### config.mk
export PLATFORM = sky130hd
export DESIGN_NAME = q2e_cordic_cell
export DESIGN_NICKNAME = d
export VERILOG_FILES = /design/src/rtl/q2e_pkg.sv /design/src/rtl/q2e_cordic_cell.sv
export SDC_FILE = /design/constraint.sdc
export NUM_CORES = 1
export LEC_CHECK = 0
export ABC_AREA = 1
export BUFFER_PORTS_ARGS = -buffer_cell sky130_fd_sc_hd__buf_2
export CORE_ASPECT_RATIO = 1.5
export CORE_MARGIN = 8
export CORE_UTILIZATION = 59
export DETAILED_ROUTE_END_ITERATION = 12
export PLACE_DENSITY = 0.83
export SYNTH_ARGS = -nofsm -noshare
export SYNTH_HDL_FRONTEND = slang
export SYNTH_SLANG_ARGS = --single-unit
### constraint.sdc
create_clock -name clk -period 3.5 [get_ports clk]
set_clock_uncertainty 0.2 [all_clocks]
set_input_delay 0.35 -clock clk [delete_from_list [all_inputs] [get_ports clk]]
set_output_delay 0.35 -clock clk [all_outputs]
set_load 0.01 [all_outputs]
### src/rtl/q2e_pkg.sv
// Shared constants, types and the arctangent table for the quaternion to Euler converter.
package q2e_pkg;

    localparam int unsigned TABLE_LEN = 24;
    localparam int unsigned VEC_W     = 36;
    localparam int unsigned ANG_W     = 33;
    localparam int unsigned RAD_W     = 58;
    localparam int unsigned ROOT_W    = 29;

    localparam logic signed [ANG_W-1:0] HALF_PI_Q30 = 33'sd1686629713;
    localparam logic signed [15:0]      PI_Q13      = 16'sd25736;
    localparam logic signed [14:0]      HALF_PI_Q13 = 15'sd12868;
    localparam logic signed [VEC_W-1:0] ONE_Q28     = 36'sd268435456;

    typedef logic signed [VEC_W-1:0] vec_t;
    typedef logic signed [ANG_W-1:0] ang_t;

    // One CORDIC lane: vector and accumulated angle.
    typedef struct packed {
        vec_t x;
        vec_t y;
        ang_t z;
    } lane_t;

    // Square root state for the pitch cosine term.
    typedef struct packed {
        logic [RAD_W-1:0]  rem;
        logic [ROOT_W-1:0] root;
    } sqrt_t;

    function automatic ang_t atan_entry(input logic [4:0] idx);
        ang_t r;
        begin
            unique case (idx)
                5'd0:    r = 33'sd843314857;
                5'd1:    r = 33'sd497837829;
                5'd2:    r = 33'sd263043837;
                5'd3:    r = 33'sd133525159;
                5'd4:    r = 33'sd67021688;
                5'd5:    r = 33'sd33543516;
                5'd6:    r = 33'sd16775851;
                5'd7:    r = 33'sd8388437;
                5'd8:    r = 33'sd4194283;
                5'd9:    r = 33'sd2097149;
                5'd10:   r = 33'sd1048576;
                5'd11:   r = 33'sd524288;
                5'd12:   r = 33'sd262144;
                5'd13:   r = 33'sd131072;
                5'd14:   r = 33'sd65536;
                5'd15:   r = 33'sd32768;
                5'd16:   r = 33'sd16384;
                5'd17:   r = 33'sd8192;
                5'd18:   r = 33'sd4096;
                5'd19:   r = 33'sd2048;
                5'd20:   r = 33'sd1024;
                5'd21:   r = 33'sd512;
                5'd22:   r = 33'sd256;
                5'd23:   r = 33'sd128;
                default: r = '0;
            endcase
            return r;
        end
    endfunction

    // Pre-rotation into the right half plane, then Q30 seed angle.
    function automatic lane_t pre_rotate(input vec_t x, input vec_t y);
        lane_t r;
        begin
            r.x = x;
            r.y = y;
            r.z = '0;
            if (x < 0) begin
                if (y >= 0) begin
                    r.x = y;
                    r.y = -x;
                    r.z = HALF_PI_Q30;
                end
                else begin
                    r.x = -y;
                    r.y = x;
                    r.z = -HALF_PI_Q30;
                end
            end
            return r;
        end
    endfunction

    // Q30 angle to Q13 with rounding, clamped to +/-lim.
    function automatic logic signed [15:0] q30_to_q13(input ang_t a,
                                                      input logic signed [15:0] lim);
        logic signed [ANG_W:0] s;
        logic signed [ANG_W-17:0] q;
        logic signed [15:0] r;
        begin
            s = {a[ANG_W-1], a} + (ANG_W+1)'(65536);
            q = s[ANG_W:17];
            if (q > (ANG_W-16)'(lim))
                r = lim;
            else if (q < -(ANG_W-16)'(lim))
                r = -lim;
            else
                r = q[15:0];
            return r;
        end
    endfunction

endpackage

### src/rtl/q2e_cordic_cell.sv
// One vectoring CORDIC cell: a fixed shift and table angle, one register stage.
module q2e_cordic_cell #(
    parameter int unsigned STEP = 0
) (
    input  logic           clk,
    input  q2e_pkg::lane_t lane_in,
    output q2e_pkg::lane_t lane_out
);

    q2e_pkg::lane_t lane_reg;
    q2e_pkg::lane_t lane_next;

    always_comb
    begin
        lane_next = lane_in;
        if (lane_in.y >= 0) begin
            lane_next.x = lane_in.x + (lane_in.y >>> STEP);
            lane_next.y = lane_in.y - (lane_in.x >>> STEP);
            lane_next.z = lane_in.z + q2e_pkg::atan_entry(5'(STEP));
        end
        else begin
            lane_next.x = lane_in.x - (lane_in.y >>> STEP);
            lane_next.y = lane_in.y + (lane_in.x >>> STEP);
            lane_next.z = lane_in.z - q2e_pkg::atan_entry(5'(STEP));
        end
    end

    always_ff @(posedge clk)
    begin
        lane_reg <= lane_next;
    end

    assign lane_out = lane_reg;

endmodule

==> metrics.csv <==
metric,value,unit
sequential fraction of the synthesis area,0.168,
half-perimeter wire length after placement,41400,µm
final-report hold violation count,0,
startpoint kind of the worst setup timing path,input port,
kind of capture point of the worst setup path,flop,
antenna-violating nets left,0,
Final GP Congestion,1.11,
placement row count,65,
Synth area leaders,"sky130_fd_sc_hd__nand2_1, sky130_fd_sc_hd__dfxtp_1, sky130_fd_sc_hd__ha_1",
wire per inst,18.5,µm
Starting DRT DRC Count,1294,
post-synthesis cell count,2200,
number of global-route vias before repair,15000,
via density per instance,5.67,
Bufs on Longest Clock Path,2,
number of sinks handled by clock tree synthesis,104,
maximum number of pins on one net before global-route repair,101,
overall die area,26000,µm²
final critical-path required period,2.81,ns
IO Pins,211,
"Cell Chain, Critical Path",buf_4 -> buf_12 -> nor2_1 -> nor2_2 -> nand2_1 -> nor4_1 -> nand4_1 -> nand3_1 -> nand2_1 -> nand2_1,
Synth Area per Inst,5.64,µm²
"Net Count, Synth",2429,
leading cell types by count after synthesis,"sky130_fd_sc_hd__nand2_1, sky130_fd_sc_hd__inv_1, sky130_fd_sc_hd__nor2_1, sky130_fd_sc_hd__nand3_1, sky130_fd_sc_hd__a21oi_1",
"Slowest-stage cell, CP",sky130_fd_sc_hd__nor4_1,
cell family with most CP delay,simple AND/OR/NAND/NOR gates,
peak ir drop on the vdd network,0.278,mV
combined global-route utilization of all metal layers,0.370,
dominant register cell in the synthesized netlist,sky130_fd_sc_hd__dfxtp_1,
leakage power,8.11,nW
Final TNS setup,0,ns
Fillers,2016,
Layout Nets,2617,
WP buf/inv,2,
CTS tree,yes,
maximum frequency from static timing analysis,0.356,GHz
post-route fraction of the period consumed by the critical path,0.803,
initial cell density of the core,0.596,
max-slew violation count,0,
leftover overflow at the end of global routing,0,
cell accounting for the most synthesized area,sky130_fd_sc_hd__nand2_1,
"Arr. time, crit path",2.92,ns
data required time at the worst endpoint,3.61,ns
setup repair after global routing missed its margin,no,
Horiz. Die Dim,134,µm
total power draw,0.00490,W
number of violations of the max-capacitance limit,0,
root buf cell,sky130_fd_sc_hd__clkbuf_16,
number of flip-flops in the largest register,104,
Worst Setup Path Type,in2reg,
area added between synthesis and finish,12.2,%
Most common cell on crit path,sky130_fd_sc_hd__nand2_1,
most instantiated library cell after synthesis,sky130_fd_sc_hd__nand2_1,
clock-pin transition on the worst setup and hold timing paths,0.07,ns
area of the mapped netlist,12400,µm²
crit-path max cell delay,0.88,ns
final setup violation count,0,
hold buffer count at CTS,0,
number of flops mapped to enable cells by yosys,0,
total clock buffers created by CTS,9,
worst min path class,in2reg,
number of antenna violations at the first check in global routing,0,
top fanout value on the critical path,100,
Std-Cell Core Area,20800,µm²
max_slew headroom,0.241,
residual DRC count,0,
number of vias in the routed layout,15100,
run status,completed,
Synth Warn #,0,
fraction of layout instances using a drive strength above 1,0.126,
Worst Max-Slew Pin Slew,1.13,ns
total of cells resized after clock tree synthesis,0,
top cell type's share of synthesized area,0.216,
power per unit of standard cell area,351,nW/µm²
detailed-routing iteration count for the pre-antenna-repair pass,7,
final wirelength,49300,µm
count of input and output buffers,210,
ys async rst share,0,
first-pass GRT wire length,75600,µm
diode count,0,
number of distinct library cells after synthesis,41,
post-CTS setup buffer count,0,
synthesized flop and latch total,104,
H-tree lvl count,3,
Vert. Die Dim,194,µm
## placed cells by master (no fill, tap or decap), drive strengths merged, types with 6 or more instances in the layout
cell and count:
nand2 723, inv 386, buf 231, nor2 225, nand3 189, a21oi 133, ha 120, o21ai 120
dfxtp 104, xor2 44, o21bai 25, nor3 17, nand4 14, clkbuf 10, o22ai 9, and2 6
a31oi 6
## cell type report
type / instances / area [µm²] / share of cell area
clock inverter: 6 / 67.6 / 0.00485
sequential: 104 / 2080 / 0.149
multi-input combinational: 1658 / 8550 / 0.614
tap: 268 / 335 / 0.0241
inverter: 384 / 1440 / 0.103
clock buffer: 10 / 229 / 0.0164
timing repair buffer: 231 / 1220 / 0.0878
## cell families (layout without fill, tap and decap cells)
logic type / Yosys count / after routing / synth area share
AND/OR/NAND/NOR: 1187 / 1187 / 0.397
buffers and inverters: 438 / 631 / 0.143
AO/OA/AOI/OAI: 300 / 300 / 0.131
adder cells (fa/ha/maj): 123 / 123 / 0.126
flip-flops: 104 / 104 / 0.168
XOR/XNOR: 48 / 48 / 0.0351
## path summary, 6_finish.rpt
check	endpoint	depth (start not counted)	start	slack, ns
max	lane_out[18]	10	lane_in[68]	0.69
min	lane_out[0]	2	lane_in[0]	0.04
## report_power, final
group          total, W  internal, W  switching [W]  leakage [nW]
Combinational   0.00234     0.000753        0.00158          7.09
Sequential      0.00147      0.00141      0.0000652         0.877
Clock           0.00109     0.000561       0.000529         0.139
## per-stage QoR
| stage | std cells | instance area [µm²] | util | setup slack [ns] | hold slack [ns] |
|---|---|---|---|---|---|
| after floorplan | 2200 | 12400 | - | 0.839 | 0.240 |
| after global placement | 2645 | 13600 | 0.655 | 0.626 | 0.409 |
| after detailed placement | 2645 | 13600 | 0.655 | 0.592 | 0.408 |
| after CTS | 2661 | 13900 | 0.669 | 0.845 | 0.0315 |
| after global routing | 2661 | 13900 | 0.669 | 0.662 | 0.0445 |
| final | 2661 | 13900 | 0.669 | 0.690 | 0.0433 |
## routing by layer
metal	track usage	vias to the layer above	wire length (µm)	share of wire
met3	0.0679	325	3620	0.073
met5	0	-	0	0
met1	0.329	6668	15600	0.32
met2	0.658	883	24200	0.49
met4	0.393	0	5820	0.12
li1	-	7209	-	-
Power figures use the tool's default switching activity.
