**src/rtl/q2e_pkg.sv**
```systemverilog
// Shared constants, types and the arctangent table for the quaternion to Euler converter.
package q2e_pkg;

    localparam int unsigned TABLE_LEN = 24;
    localparam int unsigned VEC_W     = 36;
    localparam int unsigned ANG_W     = 33;
    localparam int unsigned RAD_W     = 58;
    localparam int unsigned ROOT_W    = 29;

    localparam logic signed [ANG_W-1:0] HALF_PI_Q30 = 33'sd1686629713;
    localparam logic signed [15:0]      PI_Q13      = 16'sd25736;
    localparam logic signed [14:0]      HALF_PI_Q13 = 15'sd12868;
    localparam logic signed [VEC_W-1:0] ONE_Q28     = 36'sd268435456;

    typedef logic signed [VEC_W-1:0] vec_t;
    typedef logic signed [ANG_W-1:0] ang_t;

    // One CORDIC lane: vector and accumulated angle.
    typedef struct packed {
        vec_t x;
        vec_t y;
        ang_t z;
    } lane_t;

    // Square root state for the pitch cosine term.
    typedef struct packed {
        logic [RAD_W-1:0]  rem;
        logic [ROOT_W-1:0] root;
    } sqrt_t;

    function automatic ang_t atan_entry(input logic [4:0] idx);
        ang_t r;
        begin
            unique case (idx)
                5'd0:    r = 33'sd843314857;
                5'd1:    r = 33'sd497837829;
                5'd2:    r = 33'sd263043837;
                5'd3:    r = 33'sd133525159;
                5'd4:    r = 33'sd67021688;
                5'd5:    r = 33'sd33543516;
                5'd6:    r = 33'sd16775851;
                5'd7:    r = 33'sd8388437;
                5'd8:    r = 33'sd4194283;
                5'd9:    r = 33'sd2097149;
                5'd10:   r = 33'sd1048576;
                5'd11:   r = 33'sd524288;
                5'd12:   r = 33'sd262144;
                5'd13:   r = 33'sd131072;
                5'd14:   r = 33'sd65536;
                5'd15:   r = 33'sd32768;
                5'd16:   r = 33'sd16384;
                5'd17:   r = 33'sd8192;
                5'd18:   r = 33'sd4096;
                5'd19:   r = 33'sd2048;
                5'd20:   r = 33'sd1024;
                5'd21:   r = 33'sd512;
                5'd22:   r = 33'sd256;
                5'd23:   r = 33'sd128;
                default: r = '0;
            endcase
            return r;
        end
    endfunction

    // Pre-rotation into the right half plane, then Q30 seed angle.
    function automatic lane_t pre_rotate(input vec_t x, input vec_t y);
        lane_t r;
        begin
            r.x = x;
            r.y = y;
            r.z = '0;
            if (x < 0) begin
                if (y >= 0) begin
                    r.x = y;
                    r.y = -x;
                    r.z = HALF_PI_Q30;
                end
                else begin
                    r.x = -y;
                    r.y = x;
                    r.z = -HALF_PI_Q30;
                end
            end
            return r;
        end
    endfunction

    // Q30 angle to Q13 with rounding, clamped to +/-lim.
    function automatic logic signed [15:0] q30_to_q13(input ang_t a,
                                                      input logic signed [15:0] lim);
        logic signed [ANG_W:0] s;
        logic signed [ANG_W-17:0] q;
        logic signed [15:0] r;
        begin
            s = {a[ANG_W-1], a} + (ANG_W+1)'(65536);
            q = s[ANG_W:17];
            if (q > (ANG_W-16)'(lim))
                r = lim;
            else if (q < -(ANG_W-16)'(lim))
                r = -lim;
            else
                r = q[15:0];
            return r;
        end
    endfunction

endpackage

```
**src/rtl/q2e_sqrt_cell.sv**
```systemverilog
// One restoring square root cell: one result bit per stage.
module q2e_sqrt_cell #(
    parameter int unsigned BITPOS = 0
) (
    input  logic           clk,
    input  q2e_pkg::sqrt_t sq_in,
    output q2e_pkg::sqrt_t sq_out
);

    localparam int unsigned RW = q2e_pkg::RAD_W;

    q2e_pkg::sqrt_t sq_reg;
    q2e_pkg::sqrt_t sq_next;
    logic [RW:0]    trial;

    // root holds root bits aligned as in the classic bit-pair method.
    always_comb
    begin
        trial   = {1'b0, RW'(sq_in.root) << (BITPOS + 1)} + ((RW + 1)'(1) << (2 * BITPOS));
        sq_next = sq_in;
        if ({1'b0, sq_in.rem} >= trial) begin
            sq_next.rem  = sq_in.rem - trial[RW-1:0];
            sq_next.root = sq_in.root | (q2e_pkg::ROOT_W'(1) << BITPOS);
        end
    end

    always_ff @(posedge clk)
    begin
        sq_reg <= sq_next;
    end

    assign sq_out = sq_reg;

endmodule

```
**config.mk**
```make
export PLATFORM = sky130hd
export DESIGN_NAME = q2e_sqrt_cell
export DESIGN_NICKNAME = d
export VERILOG_FILES = /design/src/rtl/q2e_pkg.sv /design/src/rtl/q2e_sqrt_cell.sv
export SDC_FILE = /design/constraint.sdc
export NUM_CORES = 1
export LEC_CHECK = 0
export BUFFER_PORTS_ARGS = -buffer_cell sky130_fd_sc_hd__clkbuf_2
export CORE_MARGIN = 5
export CORE_UTILIZATION = 39
export DETAILED_ROUTE_END_ITERATION = 8
export PLACE_DENSITY = 0.77
export SKIP_CTS_REPAIR_TIMING = 1
export SYNTH_ARGS = -nofsm -noshare
export SYNTH_HDL_FRONTEND = slang
export SYNTH_SLANG_ARGS = --single-unit
```
**constraint.sdc**
```tcl
create_clock -name clk -period 2.93 [get_ports clk]
set_input_delay 0.4395 -clock clk [delete_from_list [all_inputs] [get_ports clk]]
set_output_delay 0.4395 -clock clk [all_outputs]
set_load 0.03 [all_outputs]
```
==> impl_results.md, run 1 <==
* Final hold vios at 0
* Min cycle time layout at 2.73 ns
* Initial core utilization at 39.5%
* CTS Root Buffer Type: clkbuf_16
* Final Util at 55.2%
* Primary FF master, synth: dfxtp_1
* Synthesis-to-layout area growth at 39.7%
* Post-route ant nets at 0
* Sink Count at 87
* DR pass1 iterations at 4
* Hold_ws at 0.202 ns
* Final Total Pwr at 3610 uW
* Maximum vdd drop at 0.500 mV
* DRC errors left at 0
* Worst hold endpoint: sq_out[4]$_DFF_P_
* Kind of critical path: input port to flop
* GRT Overall Usage at 18.4%
* Drt initial violations at 224
* Status: finished, final reports clean
* H-tree depth at 3
* Drt wl/cell at 14.0 um
* # diodes at 0
* Total number of vias at 4364
* CP Capture Type: flop
* HP Start: sq_in[4]
* Die Span X at 117 um
* Die Area at 13700 um^2
* Initial antenna violation count at 0
* CTS tree: yes
* Clock buffers created by TritonCTS at 9
* Port bufs at 174
* Cell leakage power at 0.00309 uW
* Sequential area share after synthesis at 38.9%
* Seq cells post-synth at 87
* Yosys cell types at 57
* EDFF count, synth at 0
* Routed WL at 12600 um
* Worst setup SP type: input port
* Vias per cell at 4.84
* Largest fanout on the critical path at 5
* Worst slew pin tran at 0.562 ns
* Most used cell, CP: o21ai_1
* Synthesis Warnings at 0
* Placement Rows at 39
* Slowest Stage Delay on Critical Path at 0.46 ns
* Fmax at 0.367 GHz
* Clk slew on worst S/H paths at 0.06 ns
* WP data required at 3.16 ns
* CP Buf/Inv Count at 2
* # IOs at 175
* RSZ-0062 raised after global routing: false
* Die H at 117 um
* MaxCap Viol Count at 0
* Final Cycle Share at 93.1%
* Async SR Flop Fraction at 0%
* Top Family by Delay on Critical Path: compound AO/OA/AOI/OAI gates
* Post-route cell area at 6250 um^2
* Mean Syn Cell Area at 8.61 um^2
* First-pass GRT wire length at 19600 um
* Post-synthesis cell count at 520
* Clock Tree Buf Depth at 2
* Pwr/cell area at 577 nW/um^2
* Layout cells sized above 1 at 35.3%
* Vias in the first global route at 4319
* WP data arrival at 2.95 ns
* Worst rel slew slack at 62.4%
* Crit-path cells: clkbuf_2, inv_1, ha_1, a21oi_1, o211ai_1, nor2b_1, o21ai_1, a41oi_1, a41o_1, a311o_4, o41ai_1, o21ai_1
* Placed Area at 5950 um^2
* Final Max Slew Viols at 0
* Total gr overflow at 0
* Nets@finish at 873
* Core area at 11300 um^2
* Routability cong. at 0.891
* Detailed-placement wirelength estimate at 10300 um
* Net Count, Synth at 639
* Mapped Area at 4480 um^2
* Hold Path Class: input port to flop
* Slowest-stage cell, CP: a311o_4
* Worst hold path cell count at 1
* Largest net degree at the start of global routing at 35
* Largest register FFs at 87
* Instance count on the critical path at 12
* Finish-stage setup viols at 0
-- per-layer routing --
metal / vias to the layer above / part of all wire, % / track usage (%) / wire length, um
li1: 2277 / - / - / -
met2: 142 / 49 / 33.0 / 6150
met1: 1924 / 41 / 20.4 / 5200
met5: - / 0 / 0 / 0
met3: 21 / 7.7 / 5.24 / 970
met4: 0 / 2.3 / 7.42 / 291
-- how the worst max path moves through the flow --
stage	startpoint	to	slack (ns)
final	sq_in[0]	sq_out[74]$_DFF_P_	0.20
after CTS	sq_in[0]	sq_out[74]$_DFF_P_	0.13
after global placement	sq_in[0]	sq_out[74]$_DFF_P_	-0.12
after floorplan	sq_in[3]	sq_out[82]$_DFF_P_	0.08
after global routing	sq_in[0]	sq_out[81]$_DFF_P_	0.01
after detailed placement	sq_in[0]	sq_out[74]$_DFF_P_	-0.22
-- Yosys cell counts (all sizes together), types with 2 or more instances --
cell type,instances,area share [%]
a211o,2,0.39
a211oi,5,0.95
a21o,12,2.0
a21oi,28,3.1
a311oi,2,0.39
a31oi,4,0.56
and3,4,0.56
buf,7,0.75
clkbuf,6,0.50
dfxtp,87,39
ha,30,8.4
inv,40,3.4
nand2,65,5.5
nand2b,3,0.42
nand3,21,2.3
nand4,5,0.70
nor2,33,2.8
nor2b,6,0.84
nor3,12,1.6
nor3b,5,1.2
nor4,4,1.2
o211ai,3,0.61
o21ai,45,5.0
o21bai,5,0.84
o22ai,3,0.42
o31ai,3,0.50
o41ai,2,0.39
or2,3,0.48
or3,5,0.81
or4,3,0.67
xnor2,29,5.7
xor2,24,4.7
-- where the power goes --
part	leakage (uW)	switching, uW	internal (uW)
combinational	0.00221	681	417
clock	0.000138	468	682
sequential	0.000734	37.8	1320
total	0.00309	1190	2420
-- final cells by class --
type	instances	area [um^2]
Timing Repair Buffer	236	1350
Clock buffer	11	243
Tap cell	143	179
Clock inverter	5	57.6
Multi-Input combinational cell	380	2530
Fill cell	1087	5070
Inverter	40	150
Sequential cell	87	1740
-- placed cells by master (no fill, tap or decap), types with 6 or more instances in the layout --
master / netlist / layout
clkbuf_16: 0 / 9
xnor2_1: 29 / 29
ha_1: 30 / 30
clkbuf_2: 0 / 174
nand3_1: 21 / 21
nand2_1: 65 / 65
inv_1: 40 / 40
a21o_1: 12 / 12
xor2_1: 24 / 24
o21ai_0: 44 / 43
nor2b_1: 6 / 6
a21oi_1: 28 / 28
buf_4: 0 / 61
nor2_1: 33 / 33
dfxtp_1: 87 / 87
nor3_1: 10 / 10
-- cell families (layout without fill, tap and decap cells) --
group / Yosys count / count (layout) / synth area share, %
compound gates: 123 / 123 / 17.5
xor+xnor: 53 / 53 / 10.4
fa+ha+maj: 31 / 31 / 8.83
buf+inv: 53 / 292 / 4.61
flops: 87 / 87 / 38.9
simple gates: 173 / 173 / 19.7
-- metrics by stage --
step / cells / worst slack, ns / setup TNS (ns)
global placement: 886 / -0.120 / -1.59
detailed placement: 886 / -0.218 / -2.77
finish: 902 / 0.202 / 0
global route: 902 / 0.0112 / 0
floorplan: 520 / 0.0805 / 0
CTS: 902 / 0.134 / 0
Power figures use the tool's default switching activity.
==> run 2, diff against run 1 <==
--- a/config.mk
+++ b/config.mk
@@ -7,9 +7,9 @@
 export LEC_CHECK = 0
 export BUFFER_PORTS_ARGS = -buffer_cell sky130_fd_sc_hd__clkbuf_2
 export CORE_MARGIN = 5
-export CORE_UTILIZATION = 39
+export CORE_UTILIZATION = 44
 export DETAILED_ROUTE_END_ITERATION = 8
-export PLACE_DENSITY = 0.77
+export PLACE_DENSITY = 0.84
 export SKIP_CTS_REPAIR_TIMING = 1
 export SYNTH_ARGS = -nofsm -noshare
 export SYNTH_HDL_FRONTEND = slang
==> run 2 against run 1 <==
The run now ends with negative setup slack left. Non-clock buffer count grew 3. Critical path type unchanged. Total power shrank 7.5%. Via count grew 5.6%. Critical endpoint unchanged. Sequential power is essentially flat.
==> impl_results.md, run 2 (synthesis gave the netlist of run 1 again) <==
* Vias per cell at 5.15
* CTS Root Buffer Type: clkbuf_8
* Placement Rows at 36
* Status: finished, violations left
* Maximum vdd drop at 0.279 mV
* Hold Path Class: input port to flop
* Worst setup margin at -0.00879 ns
* Final Util at 63.9%
* Fmax at 0.340 GHz
* Routability cong. at 0.915
* Total number of vias at 4608
* Final Cycle Share at 100%
* Pre-CTS setup slack at -0.218 ns
* Cell leakage power at 0.00308 uW
* Total gr overflow at 0
* Nets@finish at 876
* Post-route ant nets at 0
* Detailed-placement wirelength estimate at 11000 um
* Drt wl/cell at 15.5 um
* Initial core utilization at 45.4%
* Seq. cell area at 1740 um^2
* Hold_ws at 0.180 ns
* Initial antenna violation count at 0
* Vias in the first global route at 4741
* Fillers at 813
* DRC errors left at 0
* Sink Count at 87
* Largest net degree at the start of global routing at 29
* GRT Overall Usage at 21.4%
* Final hold vios at 0
* Final Max Slew Viols at 0
* Clock Tree Buf Depth at 2
* Worst setup SP type: input port
* Core area at 9860 um^2
* Worst rel slew slack at 63.0%
* Routed WL at 13800 um
* Clk slew on worst S/H paths at 0.11 ns
* DR pass1 iterations at 4
* Layout Cells excl Fill at 895
* Synthesis-to-layout area growth at 40.7%
* First-pass GRT wire length at 22200 um
* Failing checks: negative setup slack
* CP Capture Type: flop
* Die H at 111 um
* # diodes at 0
* Die Area at 12300 um^2
* Commonest non-fill, non-tap cell in the layout: clkbuf_2
* Pwr/cell area at 530 nW/um^2
* Layout cells sized above 1 at 37.9%
* Finish-stage setup viols at 1
* CTS tree: yes
* Port bufs at 174
* MaxCap Viol Count at 0
* Placed Area at 5960 um^2
* Cells after DPL at 878
* Post-route cell area at 6300 um^2
* Die Span X at 111 um
* Worst slew pin tran at 0.553 ns
* WP data required at 3.19 ns
* Clock buffers created by TritonCTS at 9
* Multi-input gate area at 2670 um^2
* WP data arrival at 3.20 ns
* Largest register FFs at 87
* Most frequent cells in the layout: clkbuf_2, dfxtp_1, nand2_1, buf_4, o21ai_0
* # IOs at 175
* Kind of critical path: input port to flop
* Min cycle time layout at 2.94 ns
* Drt initial violations at 155
* Largest fanout on the critical path at 6
* H-tree depth at 3
run 2: path summary, 6_finish.rpt:
kind              slack (ns)                 end  startpoint  depth (start not counted)
hold / removal          0.18   sq_out[4]$_DFF_P_    sq_in[4]                          1
setup / recovery      -0.009  sq_out[74]$_DFF_P_   sq_in[30]                         12
run 2: area by class of cell:
type / instances / share of cell area (%)
Clock buffer: 9 / 1.97
Clock inverter: 7 / 1.09
Inverter: 40 / 2.38
Multi-Input combinational cell: 380 / 42.4
Sequential cell: 87 / 27.7
Tap cell: 133 / 2.64
Timing Repair Buffer: 239 / 21.8
run 2: routing by layer:
| metal | vias up | wire [um] | global-route usage, % | share of wire, % |
|---|---|---|---|---|
| li1 | 2273 | - | - | - |
| met1 | 2103 | 5550 | 24.0 | 40 |
| met2 | 196 | 6960 | 37.9 | 50 |
| met3 | 36 | 950 | 6.28 | 6.9 |
| met4 | 0 | 373 | 8.13 | 2.7 |
| met5 | - | 0 | 0 | 0 |
run 2: metrics by stage:
stage	total power (uW)	setup TNS, ns
CTS	3320	0
floorplan	2050	0
global placement	2480	-1.50
global route	3510	-0.545
finish	3340	-0.00879
detailed placement	2500	-3.94
run 2: worst max-delay path, cell delays in order:
cell and delay (ns):
clkbuf_2 0.14, inv_1 0.08, fa_1 0.44, nor2b_1 0.24
o2111ai_1 0.22, a31oi_2 0.23, o21ai_0 0.18, o211ai_2 0.33
a21boi_4 0.14, a311o_4 0.38, o41ai_1 0.27, o21ai_1 0.10
run 2: power by group:
group          switching, uW  leakage (uW)  internal (uW)  total [uW]
sequential              38.8      0.000734           1320        1360
combinational            710       0.00225            438        1150
clock                    493      0.000100            335         828
total                   1240       0.00308           2090        3340
